==> src/rtl/utf8_stream_decoder_macros.svh <==
// Assertion macros shared by the UTF-8 stream decoder RTL.
// Included by the modules that carry concurrent assertions; no other dependencies.
`ifndef UTF8_STREAM_DECODER_MACROS_SVH
`define UTF8_STREAM_DECODER_MACROS_SVH

`ifndef ASSERT_OFF
// Same-cycle implication, disabled during reset.
`define UTF8D_ASSERT_IMP(lbl, clk, rstn, ante, cons) \
  lbl: assert property (@(posedge clk) disable iff (!(rstn)) (ante) |-> (cons)) \
    else $error("utf8d assertion failed");
// Next-cycle implication, disabled during reset.
`define UTF8D_ASSERT_NXT(lbl, clk, rstn, ante, cons) \
  lbl: assert property (@(posedge clk) disable iff (!(rstn)) (ante) |=> (cons)) \
    else $error("utf8d assertion failed");
`else
`define UTF8D_ASSERT_IMP(lbl, clk, rstn, ante, cons)
`define UTF8D_ASSERT_NXT(lbl, clk, rstn, ante, cons)
`endif

`endif

==> src/rtl/utf8d_pkg.sv <==
// Types, constants and helper functions of the UTF-8 stream decoder.
// No dependencies; used by the decoder modules and the testbench.
`timescale 1ns / 1ps

package utf8d_pkg;

  localparam int unsigned ByteW = 8;
  localparam int unsigned CpW   = 31;
  localparam int unsigned CntW  = 3;

  typedef enum logic [1:0] {
    ErrNone      = 2'd0,
    ErrBadLead   = 2'd1,
    ErrBadCont   = 2'd2,
    ErrTruncated = 2'd3
  } err_e;

  // Tail byte count for lead bytes 0xF0-0xFF, indexed by the low nibble.
  localparam logic [CntW-1:0] HighTails [16] = '{
    3'd3, 3'd3, 3'd3, 3'd3, 3'd3, 3'd3, 3'd3, 3'd3,
    3'd4, 3'd4, 3'd4, 3'd4, 3'd5, 3'd5, 3'd0, 3'd0
  };

  // Registered byte handed from the input stage to the decode stage.
  typedef struct packed {
    logic             valid;
    logic [ByteW-1:0] in_byte;
    logic             in_end;
  } byte_item_t;

  // Number of continuation bytes a lead byte announces; zero if it is no lead.
  function automatic logic [CntW-1:0] tail_count(input logic [ByteW-1:0] b);
    logic [CntW-1:0] n;
    if (b < 8'hC0) begin
      n = 3'd0;
    end else if (b < 8'hE0) begin
      n = 3'd1;
    end else if (b < 8'hF0) begin
      n = 3'd2;
    end else begin
      n = HighTails[b[3:0]];
    end
    return n;
  endfunction

endpackage

==> src/rtl/utf8d_if.sv <==
// Valid/ready stream interfaces of the UTF-8 stream decoder.
// Byte input channel and code point result channel; no dependencies.
`timescale 1ns / 1ps

interface utf8d_byte_if;
  logic       valid;
  logic       ready;
  logic [7:0] in_byte;
  logic       in_end;

  modport source (output valid, output in_byte, output in_end, input ready);
  modport sink (input valid, input in_byte, input in_end, output ready);
endinterface

interface utf8d_cp_if;
  logic        valid;
  logic        ready;
  logic [30:0] code_point;
  logic [1:0]  error_kind;
  logic        stream_done;

  modport source (output valid, output code_point, output error_kind,
                  output stream_done, input ready);
  modport sink (input valid, input code_point, input error_kind,
                input stream_done, output ready);
endinterface

==> src/rtl/utf8d_in_reg.sv <==
// Input register stage of the UTF-8 stream decoder.
// Depends on utf8d_pkg and the utf8d_byte_if interface.
`timescale 1ns / 1ps

module utf8d_in_reg (
  input  logic                  clk_i,
  input  logic                  rst_ni,
  utf8d_byte_if.sink            byte_i,
  output utf8d_pkg::byte_item_t item_o,
  input  logic                  item_ready_i
);
  import utf8d_pkg::*;

  logic             vld_q;
  logic [ByteW-1:0] byte_q;
  logic             end_q;

  // The register takes a new transfer whenever it is empty or drains this cycle.
  assign byte_i.ready = !vld_q || item_ready_i;

  always_ff @(posedge clk_i or negedge rst_ni) begin
    if (!rst_ni) begin
      vld_q <= 1'b0;
    end else if (byte_i.ready) begin
      vld_q <= byte_i.valid;
    end
  end

  always_ff @(posedge clk_i) begin
    if (byte_i.valid && byte_i.ready) begin
      byte_q <= byte_i.in_byte;
      end_q  <= byte_i.in_end;
    end
  end

  assign item_o = '{valid: vld_q, in_byte: byte_q, in_end: end_q};

endmodule

==> src/rtl/utf8d_decode.sv <==
// Decode stage of the UTF-8 stream decoder: sequence state and result register.
// Depends on utf8d_pkg, utf8d_cp_if and utf8_stream_decoder_macros.svh.
`timescale 1ns / 1ps
`include "utf8_stream_decoder_macros.svh"

module utf8d_decode (
  input  logic                  clk_i,
  input  logic                  rst_ni,
  input  utf8d_pkg::byte_item_t item_i,
  output logic                  item_ready_o,
  utf8d_cp_if.source            cp_o
);
  import utf8d_pkg::*;

  logic [CpW-1:0]   pv_q, pv_d;
  logic [CntW-1:0]  cnt_q, cnt_d;
  logic             res_vld_q, res_vld_d;
  logic [CpW-1:0]   res_cp_q;
  err_e             res_err_q;
  logic             res_done_q;

  logic             consume;
  logic             emit;
  logic [CpW-1:0]   emit_cp;
  err_e             emit_err;
  logic             emit_done;
  logic [CntW-1:0]  tail;
  logic [ByteW-1:0] lead_mask;
  logic [CpW-1:0]   shifted;
  logic [CntW-1:0]  cnt_dec;

  assign item_ready_o = !res_vld_q || cp_o.ready;
  assign consume      = item_i.valid && item_ready_o;

  assign tail      = tail_count(item_i.in_byte);
  assign lead_mask = 8'h3F >> tail;
  assign shifted   = {pv_q[CpW-7:0], item_i.in_byte[5:0]};
  assign cnt_dec   = cnt_q - 3'd1;

  always_comb begin
    pv_d      = pv_q;
    cnt_d     = cnt_q;
    emit      = 1'b0;
    emit_cp   = '0;
    emit_err  = ErrNone;
    emit_done = item_i.in_end;
    if (cnt_q == 3'd0) begin
      if (!item_i.in_byte[7]) begin
        emit    = 1'b1;
        emit_cp = {{(CpW-ByteW){1'b0}}, item_i.in_byte};
      end else if (tail == 3'd0) begin
        emit     = 1'b1;
        emit_err = ErrBadLead;
      end else if (item_i.in_end) begin
        emit     = 1'b1;
        emit_err = ErrTruncated;
      end else begin
        pv_d  = {{(CpW-ByteW){1'b0}}, item_i.in_byte & lead_mask};
        cnt_d = tail;
      end
    end else if (item_i.in_byte[7:6] != 2'b10) begin
      // A non-continuation byte aborts the sequence and is itself dropped.
      emit     = 1'b1;
      emit_err = ErrBadCont;
      pv_d     = '0;
      cnt_d    = 3'd0;
    end else if (cnt_dec == 3'd0) begin
      emit    = 1'b1;
      emit_cp = shifted;
      pv_d    = '0;
      cnt_d   = 3'd0;
    end else if (item_i.in_end) begin
      emit     = 1'b1;
      emit_err = ErrTruncated;
      pv_d     = '0;
      cnt_d    = 3'd0;
    end else begin
      pv_d  = shifted;
      cnt_d = cnt_dec;
    end
  end

  always_comb begin
    res_vld_d = res_vld_q && !cp_o.ready;
    if (consume && emit) begin
      res_vld_d = 1'b1;
    end
  end

  always_ff @(posedge clk_i or negedge rst_ni) begin
    if (!rst_ni) begin
      pv_q      <= '0;
      cnt_q     <= '0;
      res_vld_q <= 1'b0;
    end else begin
      res_vld_q <= res_vld_d;
      if (consume) begin
        pv_q  <= pv_d;
        cnt_q <= cnt_d;
      end
    end
  end

  always_ff @(posedge clk_i) begin
    if (consume && emit) begin
      res_cp_q   <= emit_cp;
      res_err_q  <= emit_err;
      res_done_q <= emit_done;
    end
  end

  assign cp_o.valid       = res_vld_q;
  assign cp_o.code_point  = res_cp_q;
  assign cp_o.error_kind  = res_err_q;
  assign cp_o.stream_done = res_done_q;

  `UTF8D_ASSERT_IMP(a_err_zero_cp, clk_i, rst_ni, res_vld_q && (res_err_q != ErrNone), res_cp_q == '0)
  `UTF8D_ASSERT_IMP(a_cnt_range, clk_i, rst_ni, 1'b1, cnt_q <= 3'd5)
  `UTF8D_ASSERT_NXT(a_end_idle, clk_i, rst_ni, consume && item_i.in_end, cnt_q == 3'd0)
  `UTF8D_ASSERT_IMP(a_trunc_done, clk_i, rst_ni, res_vld_q && (res_err_q == ErrTruncated), res_done_q)

endmodule

==> src/rtl/utf8_stream_decoder.sv <==
// Top level of the UTF-8 stream decoder (original six-byte form).
// Depends on utf8d_pkg, utf8d_if, utf8d_in_reg and utf8d_decode.
//
// The decoder takes bytes on byte_i and returns code points on
// cp_o. It sustains one byte per cycle while results are taken. A byte is
// held in the input register and its result in the result register, and the
// sequence state is updated in the single decode stage between them. ASCII
// bytes and final continuation bytes give a result; lead bytes and inner
// continuation bytes give none unless they end the stream or are in error.
// Errors (bad lead, bad continuation, truncated at end of stream) give a
// result with a zero code point and resynchronize.
`timescale 1ns / 1ps

module utf8_stream_decoder (
  input  logic         clk_i,
  input  logic         rst_ni,
  utf8d_byte_if.sink   byte_i,
  utf8d_cp_if.source   cp_o
);
  import utf8d_pkg::*;

  byte_item_t item;
  logic       item_ready;

  utf8d_in_reg u_in_reg (
    .clk_i        (clk_i),
    .rst_ni       (rst_ni),
    .byte_i       (byte_i),
    .item_o       (item),
    .item_ready_i (item_ready)
  );

  utf8d_decode u_decode (
    .clk_i        (clk_i),
    .rst_ni       (rst_ni),
    .item_i       (item),
    .item_ready_o (item_ready),
    .cp_o         (cp_o)
  );

endmodule

==> src/flat_wrapper.sv <==
// flat-port wrapper written by rule: the top's interface ports become plain ports
module utf8_stream_decoder_flat import utf8d_pkg::*;
  (clk_i, rst_ni, byte_i_valid, byte_i_in_byte, byte_i_in_end, byte_i_ready, cp_o_valid, cp_o_code_point, cp_o_error_kind, cp_o_stream_done, cp_o_ready);
  utf8d_byte_if byte_i_i ();
  utf8d_cp_if cp_o_i ();
  input  logic clk_i;
  input  logic rst_ni;
  input wire logic [$bits(byte_i_i.valid)-1:0] byte_i_valid;
  input wire logic [$bits(byte_i_i.in_byte)-1:0] byte_i_in_byte;
  input wire logic [$bits(byte_i_i.in_end)-1:0] byte_i_in_end;
  output wire logic [$bits(byte_i_i.ready)-1:0] byte_i_ready;
  output wire logic [$bits(cp_o_i.valid)-1:0] cp_o_valid;
  output wire logic [$bits(cp_o_i.code_point)-1:0] cp_o_code_point;
  output wire logic [$bits(cp_o_i.error_kind)-1:0] cp_o_error_kind;
  output wire logic [$bits(cp_o_i.stream_done)-1:0] cp_o_stream_done;
  input wire logic [$bits(cp_o_i.ready)-1:0] cp_o_ready;
  assign byte_i_i.valid = byte_i_valid;
  assign byte_i_i.in_byte = byte_i_in_byte;
  assign byte_i_i.in_end = byte_i_in_end;
  assign byte_i_ready = byte_i_i.ready;
  assign cp_o_valid = cp_o_i.valid;
  assign cp_o_code_point = cp_o_i.code_point;
  assign cp_o_error_kind = cp_o_i.error_kind;
  assign cp_o_stream_done = cp_o_i.stream_done;
  assign cp_o_i.ready = cp_o_ready;
  utf8_stream_decoder u_core (.clk_i(clk_i), .rst_ni(rst_ni), .byte_i(byte_i_i), .cp_o(cp_o_i));
endmodule
==> config.mk <==
export PLATFORM = sky130hd
export DESIGN_NAME = utf8_stream_decoder_flat
export DESIGN_NICKNAME = d
export VERILOG_FILES = /design/src/rtl/utf8d_pkg.sv /design/src/rtl/utf8d_if.sv /design/src/rtl/utf8d_in_reg.sv /design/src/rtl/utf8d_decode.sv /design/src/rtl/utf8_stream_decoder.sv /design/src/flat_wrapper.sv
export VERILOG_INCLUDE_DIRS = /design/src /design/src/rtl
export SDC_FILE = /design/constraint.sdc
export NUM_CORES = 1
export LEC_CHECK = 0
export BUFFER_PORTS_ARGS = -buffer_cell sky130_fd_sc_hd__buf_2
export CORE_ASPECT_RATIO = 2
export CORE_UTILIZATION = 40
export DETAILED_ROUTE_END_ITERATION = 10
export GPL_TIMING_DRIVEN = 0
export PLACE_DENSITY = 0.68
export REMOVE_ABC_BUFFERS = 1
export SYNTH_ARGS = -nofsm -noshare
export SYNTH_HDL_FRONTEND = slang
export SYNTH_SLANG_ARGS = --single-unit
==> constraint.sdc <==
create_clock -name clk_i -period 12.1 [get_ports clk_i]
set_input_delay 1.21 -clock clk_i [delete_from_list [all_inputs] [get_ports clk_i]]
set_output_delay 1.21 -clock clk_i [all_outputs]
set_load 0.01 [all_outputs]
==> parameters.txt, run 1 <==
Parameter                              Value

Die
  Number of ports placed on the die boundary    49
  Floorplan row count    44
  Total die area    0.00783 sq mm
  Width of the die    63.1 um
  Core area    0.00721 sq mm
  Starting density of the core    41.4%
  Height of the chip    124 um

STA
  Worst slew pin tran    1.14 ns
  Peak Freq    319 MHz
  Worst path setup slack after routing    8.96 ns
  Post-route fraction of the period consumed by the critical path    25.9%
  Setup TNS after final layout    0 ns
  Final worst path period need    3.14 ns
  Number of setup violations in the final report    0
  Hold Violations, Final    0
  Skew final    0.00668 ns
  Number of max-slew violations in the final report    0
  Headroom to the max-slew limit    23.3%
  RSZ-0062 raised after global routing    false

Layout
  Layout cell share with drive strength beyond 1    23.0%
  Layout Utilization    50.9%
  Net count reported at finish    316
  Most common cell after layout, fill and taps aside    sky130_fd_sc_hd__nand2_1
  Final standard cell count with taps included and fillers excluded    397
  Leading cell types in the layout, fill and taps excluded    51 x sky130_fd_sc_hd__nand2_1, 48 x sky130_fd_sc_hd__buf_2, 43 x sky130_fd_sc_hd__edfxtp_1, 30 x sky130_fd_sc_hd__dfrtp_1, 26 x sky130_fd_sc_hd__and2_1
  Count of inserted antenna diode cells    0
  Area growth from synthesis to layout    22.9%

Global routing
  Maximum number of pins on one net before global-route repair    31
  Number of antenna violations at the first check in global routing    0
  Vias in the first global route    1,888
  Final global-route overflow total    0
  Global-route wire length before repair    8490 um
  Overall fraction of global-route tracks in use    15.1%

Min path
  Path class of the lowest-slack min-delay path    register to register
  WHS Path Cells    2
  Hold Path Origin    u_core.u_decode.pv_q[24]
  Worst hold path endpoint    u_core.u_decode.pv_q[24]

Placement
  Port buffer count    48
  Number of placed instances with taps included    380
  Dpl ws    8.90 ns
  GPL Wtd Cong    0.750
  DPL Wire Length    3520 um

Pwr
  Total power draw    0.000757 W
  Switching power as a share of total power    27.7%
  Combinational share of power    20.3%
  Peak supply drop    0.0911 mV
  Total power divided by cell area    206 mW/mm^2
  Fraction of power consumed by the clock network    36.8%
  Internal power    0.000547 W
  Static leakage    1.63 nW
  Power share of the sequential group    42.9%
  Net switching power    0.000210 W

Drt
  Post-route DRC violation count    0
  Number of nets still failing antenna checks after routing    0
  Routed wire length per instance    12.9 um
  Overall routed net length    5100 um
  Number of design-rule violations left by the first detailed-router iteration    56
  Per-cell via count in the routed design    4.85
  Total via count in the routed design    1,924
  Drt first pass iters    4

Worst setup path
  Number of buffer and inverter instances along the worst setup path    2
  Critical path arrival    1.93 ns
  Category of cells accounting for the largest share of critical-path delay    simple AND/OR/NAND/NOR gates
  Worst setup path startpoint    cp_o_ready
  Maximum fanout count along the critical path    4
  Category of the worst setup path launch point    primary input
  Logic depth of the worst path, buffers included    4
  Most frequent cell on the critical path    sky130_fd_sc_hd__buf_2
  Standard cell with the maximum stage delay on the critical path    sky130_fd_sc_hd__or2_2
  Worst EP required    10.89 ns
  Reg2reg end    u_core.u_decode.cp_o.code_point[0]
  Slack of the worst reg-to-reg path    9.29 ns
  R2r startpoint    u_core.u_decode.cnt_q[0]
  R2R cell count    7
  Delay of the slowest cell on the worst path    0.31 ns
  Crit-path cells    buf_2 -> nand2b_1 -> or2_2 -> buf_2
  Class of the most critical setup path    primary input to output pin
  Nature of the critical path endpoint    output pin

Logic synthesis
  Leading cell types by total area after synthesis    sky130_fd_sc_hd__edfxtp_1 43%, sky130_fd_sc_hd__dfrtp_1 25%, sky130_fd_sc_hd__nand2_1 6.4%
  Proportion of synthesized chip area in sequential cells    68.4%
  Share of the synthesized area in the top cell type    43.3%
  Yosys reg bits    73
  Area of the mapped netlist    0.00298 sq mm
  Asr flop ratio synth    41.1%
  Top cell type by total area after synthesis    sky130_fd_sc_hd__edfxtp_1
  Post-synthesis instance total    247
  Most used flip-flop cell after synthesis    sky130_fd_sc_hd__edfxtp_1
  Yosys warnings    0
  Number of flops mapped to enable cells by yosys    43
  Number of different library cells in the post-synthesis netlist    33
  Mapped Avg Cell Area    12.1 sq um

CTS
  Clock tree from TritonCTS    yes
  Clk buf depth    2
  Deepest level of the CTS H-tree    3
  Hold Buf Count CTS    0
  CTS sink count    73
  Clock insertion delay at the later pin of the skew report    0.34 ns
  Clock-pin slew on the worst setup and hold paths    0.06 ns
  Inserted Clock Buffers    9
  Post-cts sizing count    0
  Library cell used as clock root buffer    sky130_fd_sc_hd__clkbuf_16
  Total setup buffers inserted after CTS    0

Outcome
  Result of the run    completed

Flow run
  Maxcap violations    0
## synthesized netlist by cell type (all sizes together) (4+ instances only)
cell type  count
and2          26
clkbuf         6
o21ai          6
dfrtp         30
nand2b         5
a22o           5
buf            4
nand3         25
nand2         51
nor2           9
edfxtp        43
inv            4
nor2b          7
## worst register-to-register path: stages (launching register included)
cell and delay, ns:
sky130_fd_sc_hd__dfrtp_1 0.37, sky130_fd_sc_hd__inv_1 0.08, sky130_fd_sc_hd__ha_1 0.24, sky130_fd_sc_hd__xnor2_1 0.34, sky130_fd_sc_hd__nand2_1 0.15, sky130_fd_sc_hd__nor3_2 0.92
sky130_fd_sc_hd__nor2_1 0.28, sky130_fd_sc_hd__nor2b_1 0.27
## cell type report
cell class	instances	area [sq um]
Inverter	4	15.0
Fill cell	661	3540
Clock buffer	13	250
Timing Repair Buffer	52	285
Multi-Input combinational cell	160	896
Tap cell	92	115
Sequential cell	73	2040
Clock inverter	3	65.1
## logic make-up after synthesis
kind of cell	count (synthesis)	synth area share, %
and+or+nand+nor	131	21.6
DFF	73	68.4
AOI/OAI and AO/OA	25	6.54
buffers and inverters	14	1.93
adders and majority gates	3	1.26
xor gates and xnor gates	1	0.294
## worst max path at each step
| stage | endpoint | slack (ns) |
|---|---|---|
| 3_3_place_gp | u_core.u_decode.cp_o.code_point[0] | 6.97 |
| 2_1_floorplan | u_core.u_decode.cp_o.code_point[0] | 7.86 |
| 4_1_cts | u_core.u_decode.cp_o.code_point[0] | 8.87 |
| 6_report | byte_i_ready | 8.96 |
| 3_5_place_dp | u_core.u_decode.cp_o.code_point[0] | 8.90 |
| 5_1_grt | byte_i_ready | 8.92 |
## state kept, by name, summed over array words and instances, names as in the netlist
| register | cells |
|---|---|
| u_core.u_decode.cp_o.stream_done | 1 |
| u_core.u_decode.cp_o.code_point | 31 |
| u_core.u_decode.pv_q | 25 |
| u_core.u_in_reg.vld_q | 1 |
| u_core.u_in_reg.end_q | 1 |
| u_core.u_decode.cp_o.valid | 1 |
| u_core.u_decode.cp_o.error_kind | 2 |
| u_core.u_in_reg.byte_q | 8 |
| u_core.u_decode.cnt_q | 3 |
## metal layers
layer / GRT usage, % / vias to the layer above / part of all wire [%]
met5: 0 / - / 0
met4: 15.7 / 0 / 4.4
met3: 2.29 / 16 / 3.7
met2: 27.6 / 44 / 55
met1: 13.4 / 900 / 37
li1: - / 964 / -
## power by group through the flow
stage          Combinational [W]  Clock [W]  Sequential [W]
4_1_cts                 0.000155   0.000283        0.000325
3_5_place_dp            0.000154          0        0.000330
3_3_place_gp            0.000144          0        0.000331
5_1_grt                 0.000170   0.000291        0.000330
2_1_floorplan          0.0000887          0        0.000338
6_report                0.000153   0.000278        0.000325
## through the flow
stage | hold WS (ns) | cell area, sq um
final | 0.459 | 3670
after global routing | 0.492 | 3670
after CTS | 0.461 | 3660
after detailed placement | 0.448 | 3340
after global placement | 0.442 | 3300
after floorplan | 0.430 | 2940
Power figures use the tool's default switching activity.
==> inputs of run 2 (changes only) <==
--- a/config.mk
+++ b/config.mk
@@ -6,12 +6,13 @@
 export SDC_FILE = /design/constraint.sdc
 export NUM_CORES = 1
 export LEC_CHECK = 0
+export ABC_AREA = 1
 export BUFFER_PORTS_ARGS = -buffer_cell sky130_fd_sc_hd__buf_2
 export CORE_ASPECT_RATIO = 2
 export CORE_UTILIZATION = 40
 export DETAILED_ROUTE_END_ITERATION = 10
 export GPL_TIMING_DRIVEN = 0
-export PLACE_DENSITY = 0.68
+export PLACE_DENSITY = 0.7
 export REMOVE_ABC_BUFFERS = 1
 export SYNTH_ARGS = -nofsm -noshare
 export SYNTH_HDL_FRONTEND = slang
==> constraint.sdc (replaced) <==
create_clock -name clk_i -period 2.7 [get_ports clk_i]
set_input_delay 0.27 -clock clk_i [delete_from_list [all_inputs] [get_ports clk_i]]
set_output_delay 0.27 -clock clk_i [all_outputs]
set_load 0.01 [all_outputs]
==> parameters.txt, run 2 <==
Parameter                              Value

Outcome
  Result of the run    finished with violations
  Failing checks    negative hold slack

Drt
  Total via count in the routed design    2,176 (+13%)
  Post-route DRC violation count    0 (unchanged)
  Routed wire length per instance    12.2 um (-4.9%)
  Per-cell via count in the routed design    4.67 (-3.6%)
  Overall routed net length    5700 um (+12%)
  Number of design-rule violations left by the first detailed-router iteration    147 (+160%)
  Number of nets still failing antenna checks after routing    0 (unchanged)
  Drt first pass iters    4 (unchanged)

Layout
  Count of inserted antenna diode cells    0 (unchanged)
  Most common cell after layout, fill and taps aside    sky130_fd_sc_hd__nand2_1
  Total of fill cells in the finished design    716 (+8.3%)
  Final standard cell count with taps included and fillers excluded    466 (+17%)
  Area growth from synthesis to layout    17.8%
  Number of flip-flops under the largest register name    31 (unchanged)
  Leading cell types in the layout, fill and taps excluded    85 x sky130_fd_sc_hd__nand2_1, 48 x sky130_fd_sc_hd__buf_2, 45 x sky130_fd_sc_hd__inv_1, 43 x sky130_fd_sc_hd__edfxtp_1, 36 x sky130_fd_sc_hd__nor2_1
  Layout cell share with drive strength beyond 1    27.8% (+4.9 points)
  Net count reported at finish    381 (+21%)

Die
  Width of the die    65.7 um (+4.2%)
  Total die area    0.00850 sq mm (+8.5%)
  Number of ports placed on the die boundary    49 (unchanged)
  Starting density of the core    41.2% (-0.22 points)
  Floorplan row count    46 (+4.5%)
  Core area    0.00789 sq mm (+9.3%)
  Height of the chip    129 um (+4.2%)

Pwr
  Peak supply drop    0.531 mV (+480%)
  Net switching power    0.00123 W (+490%)
  Power share of the sequential group    42.5% (-0.4 points)
  Internal power    0.00241 W (+340%)
  Total power divided by cell area    952 mW/mm^2 (+360%)
  Fraction of power consumed by the clock network    28.2% (-8.6 points)
  Total power draw    0.00364 W (+380%)
  Combinational share of power    29.3% (+9.0 points)
  Switching power as a share of total power    33.9% (+6.1 points)
  Static leakage    1.67 nW (+2.7%)

Worst setup path
  Nature of the critical path endpoint    register
  Maximum fanout count along the critical path    21 (+17)
  R2R cell count    13 (+6)
  Class of the most critical setup path    register to register
  Worst EP required    2.73 ns (-8.16 ns)
  Most frequent cell on the critical path    sky130_fd_sc_hd__inv_1
  Standard cell with the maximum stage delay on the critical path    sky130_fd_sc_hd__dfrtp_1
  Delay of the slowest cell on the worst path    0.39 ns (+0.08 ns)
  Reg2reg end    u_core.u_decode.cp_o.code_point[19]
  Critical path arrival    2.40 ns (+0.47 ns)
  Slack of the worst reg-to-reg path    0.33 ns (-8.96 ns)
  Category of the worst setup path launch point    register
  Crit-path cells    inv_1 -> ha_1 -> inv_1 -> nor2_4 -> nor2_4 -> nand2_1 -> inv_1 -> nand2_2 -> inv_2 -> nor2_1 -> nand2_1 -> clkinvlp_4 -> buf_4
  R2r startpoint    u_core.u_decode.cnt_q[0]

Placement
  Number of placed instances with taps included    446 (+17%)
  GPL Wtd Cong    0.889 (+19%)
  Port buffer count    48 (unchanged)
  DPL Wire Length    3730 um (+6.0%)

Logic synthesis
  Mapped Avg Cell Area    10.4 sq um (-14%)
  Most used flip-flop cell after synthesis    sky130_fd_sc_hd__edfxtp_1
  Asr flop ratio synth    41.1% (unchanged)
  Most frequent cells after synthesis    85 x sky130_fd_sc_hd__nand2_1, 46 x sky130_fd_sc_hd__inv_1, 43 x sky130_fd_sc_hd__edfxtp_1, 36 x sky130_fd_sc_hd__nor2_1, 30 x sky130_fd_sc_hd__dfrtp_1
  Proportion of synthesized chip area in sequential cells    62.9% (-5.5 points)
  Yosys warnings    0 (unchanged)
  Yosys reg bits    73 (unchanged)
  Share of the synthesized area in the top cell type    39.8% (-3.5 points)
  Post-synthesis instance total    311 (+26%)
  Top cell type by total area after synthesis    sky130_fd_sc_hd__edfxtp_1
  Number of different library cells in the post-synthesis netlist    23 (-30%)
  Area of the mapped netlist    0.00325 sq mm (+8.8%)
  Number of flops mapped to enable cells by yosys    43 (unchanged)
  Most repeated cell in the gate-level netlist after synthesis    sky130_fd_sc_hd__nand2_1
  Leading cell types by total area after synthesis    sky130_fd_sc_hd__edfxtp_1 40%, sky130_fd_sc_hd__dfrtp_1 23%, sky130_fd_sc_hd__nand2_1 9.8%

Min path
  Path class of the lowest-slack min-delay path    primary input to asynchronous set/reset pin

Global routing
  Met1 GRT Util    16.1% (+2.8 points)
  Met3 track demand over resource in global routing    4.49% (+2.2 points)
  Final global-route overflow total    0 (unchanged)
  Global routing usage on met2    24.7% (-2.8 points)
  Global-route wire length before repair    9300 um (+9.6%)
  GRT Max-Usage Layer    met2
  Vias in the first global route    2,081 (+10%)
  Number of antenna violations at the first check in global routing    0 (unchanged)
  Maximum number of pins on one net before global-route repair    53 (+71%)
  Overall fraction of global-route tracks in use    15.0% (-0.045 points)

CTS
  Inserted Clock Buffers    9 (unchanged)
  Clock tree from TritonCTS    yes
  Hold Buf Count CTS    0 (unchanged)
  Clock insertion delay at the later pin of the skew report    0.33 ns (about the same)
  Deepest level of the CTS H-tree    3 (unchanged)
  Clock-pin slew on the worst setup and hold paths    0.05 ns (about the same)
  Clk buf depth    2 (unchanged)
  Library cell used as clock root buffer    sky130_fd_sc_hd__clkbuf_16
  CTS sink count    73 (unchanged)

Flow run
  Maxcap violations    0 (unchanged)

STA
  RSZ-0062 raised after global routing    false
  Worst slew pin tran    0.702 ns (-0.443 ns)
  Number of max-slew violations in the final report    0 (unchanged)
  Post-route fraction of the period consumed by the critical path    87.8%
  Hold Violations, Final    25 (+25)
  Peak Freq    422 MHz
  Number of setup violations in the final report    0 (unchanged)
  Hold Worst Slack    -0.00867 ns (-0.468 ns)
  Headroom to the max-slew limit    53.2% (+30 points)
  Final worst path period need    2.37 ns
  Skew final    0.00419 ns (-0.00248 ns)
  Setup TNS after final layout    0 ns (unchanged)
-- run 2: worst max path at each step --
stage                        startpoint                             endpoint  cells past startpoint
6_report       u_core.u_decode.cnt_q[0]  u_core.u_decode.cp_o.code_point[19]                     13
5_1_grt        u_core.u_decode.cnt_q[1]  u_core.u_decode.cp_o.code_point[19]                     13
2_1_floorplan  u_core.u_decode.cnt_q[0]   u_core.u_decode.cp_o.code_point[0]                     12
4_1_cts        u_core.u_decode.cnt_q[0]  u_core.u_decode.cp_o.code_point[13]                     12
3_5_place_dp   u_core.u_decode.cnt_q[0]   u_core.u_decode.cp_o.code_point[7]                     12
3_3_place_gp   u_core.u_decode.cnt_q[0]   u_core.u_decode.cp_o.code_point[1]                     12
-- run 2: through the flow --
stage	utilization, %	hold slack [ns]	cell area (sq um)	setup slack, ns
after floorplan	-	-0.0256	3160	0.229
after global placement	44.7	0.338	3520	-0.236
after detailed placement	44.7	0.365	3520	-0.328
after CTS	48.0	0.0163	3790	0.104
after global routing	48.5	0.0476	3820	0.101
final	48.5	-0.00867	3820	0.330
-- run 2: routing by layer --
metal | wire length (um) | share of wire (%) | up-vias
li1 | - | - | 1092
met1 | 2310 | 40 | 997
met2 | 2930 | 51 | 69
met3 | 270 | 4.7 | 18
met4 | 191 | 3.4 | 0
met5 | 0 | 0 | -
-- run 2: layout make-up --
class                           instances  area, sq um  area share [%]
Clock inverter                          2         8.76           0.229
Inverter                               48          189            4.94
Tap cell                               96          120            3.14
Timing Repair Buffer                   51          275            7.20
Sequential cell                        73         2040            53.4
Multi-Input combinational cell        181          937            24.5
Timing Repair inverter                  1         7.51           0.196
Clock buffer                           14          244            6.38
-- run 2: power groups by stage --
stage	combinational, W	clock [W]	sequential (W)
2_1_floorplan	0.000632	0	0.00164
3_3_place_gp	0.000983	0	0.00157
3_5_place_dp	0.00101	0	0.00158
4_1_cts	0.00103	0.00105	0.00155
5_1_grt	0.00119	0.00109	0.00157
6_report	0.00107	0.00103	0.00155
-- run 2: worst max-delay path, delay by kind of cell, from the launching register on --
family	cells	cell delay, ns
simple gates	6	0.81
flops	1	0.39
buf+inv	6	0.71
fa+ha+maj	1	0.15
-- run 2: what timing repair did --
action,4_1_cts,5_1_grt
setup endpoints to repair,34,34
pin swaps,0,0
resized for setup,2,0
cloned,1,0
buffers inserted,0,3
-- run 2: cells by family (layout without fill, tap and decap cells) --
kind of cell	count (synthesis)	count (layout)	synth area share, %
AND/OR/NAND/NOR	149	149	20.2
flip-flops	73	73	62.9
buffers and inverters	57	116	8.21
AO/OA/AOI/OAI	28	28	7.21
adder cells (fa/ha/maj)	3	3	1.16
XOR/XNOR	1	1	0.270
==> inputs of run 3 (changes only) <==
--- a/config.mk
+++ b/config.mk
@@ -9,10 +9,11 @@
 export ABC_AREA = 1
 export BUFFER_PORTS_ARGS = -buffer_cell sky130_fd_sc_hd__buf_2
 export CORE_ASPECT_RATIO = 2
-export CORE_UTILIZATION = 40
+export CORE_UTILIZATION = 32
 export DETAILED_ROUTE_END_ITERATION = 10
 export GPL_TIMING_DRIVEN = 0
-export PLACE_DENSITY = 0.7
+export PLACE_DENSITY = 0.6
+export RECOVER_POWER = 50
 export REMOVE_ABC_BUFFERS = 1
 export SYNTH_ARGS = -nofsm -noshare
 export SYNTH_HDL_FRONTEND = slang
==> parameters.txt, run 3 (synthesis results as in run 2) <==
Parameter                              Value

CTS
  CTS sink count    73 (unchanged)
  Deepest level of the CTS H-tree    3 (unchanged)
  Clock tree from TritonCTS    yes
  Library cell used as clock root buffer    sky130_fd_sc_hd__clkbuf_16
  Inserted Clock Buffers    9 (unchanged)
  Hold Buf Count CTS    0 (unchanged)
  Clock-pin slew on the worst setup and hold paths    0.06 ns (about the same)
  Clock insertion delay at the later pin of the skew report    0.33 ns (about the same)
  Clk buf depth    2 (unchanged)

Flow run
  Maxcap violations    1 (+1)

STA
  Post-route fraction of the period consumed by the critical path    90.1% (+2.3 points)
  Final worst path period need    2.43 ns (+0.0611 ns)
  Headroom to the max-slew limit    -20.5% (-74 points)
  RSZ-0062 raised after global routing    false
  Worst path setup slack after routing    0.268 ns (-0.0611 ns)
  Skew final    0.00793 ns (+0.00374 ns)
  Number of setup violations in the final report    0 (unchanged)
  Number of max-slew violations in the final report    31 (+31)
  Hold Violations, Final    0 (-100%)
  Worst slew pin tran    1.81 ns (+1.11 ns)
  Peak Freq    411 MHz (-2.5%)

Worst setup path
  Category of the worst setup path launch point    register
  Maximum fanout count along the critical path    21 (unchanged)
  Worst EP required    2.79 ns (+0.06 ns)
  Standard cell with the maximum stage delay on the critical path    sky130_fd_sc_hd__dfrtp_1
  Number of buffer and inverter instances along the worst setup path    6 (unchanged)
  Category of cells accounting for the largest share of critical-path delay    buffers and inverters
  Most frequent cell on the critical path    sky130_fd_sc_hd__inv_1
  R2r startpoint    u_core.u_decode.cnt_q[0]
  Nature of the critical path endpoint    register
  Class of the most critical setup path    register to register
  Slack of the worst reg-to-reg path    0.27 ns (-0.06 ns)
  Reg2reg end    u_core.u_decode.cp_o.code_point[21]
  R2R cell count    13 (unchanged)
  Delay of the slowest cell on the worst path    0.37 ns (-0.02 ns)
  Critical path arrival    2.52 ns (+0.12 ns)
  Crit-path cells    inv_1 -> ha_1 -> inv_1 -> nor2_4 -> nor2_4 -> nand2_1 -> inv_1 -> nand2_2 -> inv_2 -> nor2_1 -> nand2_1 -> clkinvlp_4 -> buf_12

Outcome
  Result of the run    finished with violations
  Failing checks    max-capacitance violations, max-slew violations

Global routing
  Vias in the first global route    2,093 (+0.58%)
  Final global-route overflow total    0 (unchanged)
  Global-route wire length before repair    10,200 um (+9.9%)
  Overall fraction of global-route tracks in use    13.2% (-1.9 points)
  Number of antenna violations at the first check in global routing    0 (unchanged)
  Maximum number of pins on one net before global-route repair    53 (unchanged)

Die
  Number of ports placed on the die boundary    49 (unchanged)
  Core area    0.00976 sq mm (+24%)
  Width of the die    73.2 um (+11%)
  Floorplan row count    51 (+11%)
  Total die area    0.0106 sq mm (+24%)
  Starting density of the core    33.2% (-7.9 points)
  Height of the chip    144 um (+12%)

Placement
  GPL Wtd Cong    0.899 (+1.2%)
  DPL Wire Length    4100 um (+9.9%)
  Dpl ws    -0.422 ns (-0.0931 ns)
  Port buffer count    48 (unchanged)

Layout
  Number of flip-flops under the largest register name    31 (unchanged)
  Net count reported at finish    381 (unchanged)
  Layout cell share with drive strength beyond 1    19.2% (-8.6 points)
  Most common cell after layout, fill and taps aside    sky130_fd_sc_hd__nand2_1
  Layout Utilization    39.5% (-9.0 points)
  Count of inserted antenna diode cells    0 (unchanged)
  Area growth from synthesis to layout    18.8%
  Leading cell types in the layout, fill and taps excluded    85 x sky130_fd_sc_hd__nand2_1, 45 x sky130_fd_sc_hd__inv_1, 43 x sky130_fd_sc_hd__edfxtp_1, 38 x sky130_fd_sc_hd__clkbuf_1, 36 x sky130_fd_sc_hd__nor2_1

Min path
  Hold Path Origin    byte_i_in_byte[3]
  WHS Path Cells    1
  Worst hold path endpoint    u_core.u_in_reg.byte_q[3]
  Path class of the lowest-slack min-delay path    primary input to register

Pwr
  Static leakage    1.57 nW (-5.8%)
  Peak supply drop    0.339 mV (-36%)
  Total power divided by cell area    956 mW/mm^2 (+0.38%)

Drt
  Total via count in the routed design    2,150 (-1.2%)
  Routed wire length per instance    12.3 um (+0.36%)
  Drt first pass iters    4 (unchanged)
  Post-route DRC violation count    0 (unchanged)
  Number of nets still failing antenna checks after routing    0 (unchanged)
  Overall routed net length    6160 um (+8.1%)
  Number of design-rule violations left by the first detailed-router iteration    162 (+10%)
  Per-cell via count in the routed design    4.28 (-8.3%)
==> run 3: worst max path at each step <==
stage	from	endpoint	slack, ns	cells past startpoint
floorplan	u_core.u_decode.cnt_q[0]	u_core.u_decode.cp_o.code_point[0]	0.23	12
finish	u_core.u_decode.cnt_q[0]	u_core.u_decode.cp_o.code_point[21]	0.27	13
global placement	u_core.u_decode.cnt_q[0]	u_core.u_decode.cp_o.code_point[7]	-0.35	12
global route	u_core.u_decode.cnt_q[0]	u_core.u_decode.cp_o.code_point[21]	0.06	13
detailed placement	u_core.u_decode.cnt_q[0]	u_core.u_decode.cp_o.code_point[6]	-0.42	12
CTS	u_core.u_decode.cnt_q[0]	u_core.u_decode.cp_o.code_point[4]	0.23	13
==> run 3: power by group <==
group	internal, W	leakage (nW)	switching [W]
Clock	0.000624	0.133	0.000451
Sequential	0.00145	0.830	0.0000953
Combinational	0.000312	0.612	0.000749
Total	0.00239	1.57	0.00130
==> run 3: routing by layer <==
| layer | vias up | global-route usage (%) | part of all wire (%) |
|---|---|---|---|
| met2 | 56 | 23.3 | 51 |
| met3 | 16 | 3.34 | 4.2 |
| met5 | - | 0 | 0 |
| met1 | 987 | 14.0 | 41 |
| met4 | 0 | 6.81 | 3.1 |
| li1 | 1091 | - | - |
==> run 3: timing repair <==
| item | in CTS | in global routing |
|---|---|---|
| endpoints found under the setup margin | 34 | 0 |
| buffers inserted | 3 | 0 |
| gates resized for setup | 2 | 0 |
==> run 3: layout make-up <==
| class | count | area [sq um] |
|---|---|---|
| multi-input cells | 181 | 937 |
| repair inverters | 1 | 7.51 |
| flip-flops and latches | 73 | 2040 |
| repair buffers | 51 | 241 |
| fillers | 994 | 5910 |
| well taps | 132 | 165 |
| clock buffers | 10 | 229 |
| clock inverters | 6 | 43.8 |
| inverters | 48 | 189 |
==> run 3: per-stage QoR <==
stage | cell area [sq um] | TNS [ns] | hold WS, ns | total power (W) | instances
floorplan | 3160 | 0 | -0.0256 | 0.00227 | 302
global placement | 3570 | -11.93 | 0.372 | 0.00260 | 482
detailed placement | 3570 | -14.30 | 0.377 | 0.00260 | 482
CTS | 3900 | 0 | 0.0212 | 0.00376 | 502
global route | 3850 | 0 | 0.103 | 0.00392 | 502
finish | 3850 | 0 | 0.116 | 0.00368 | 502
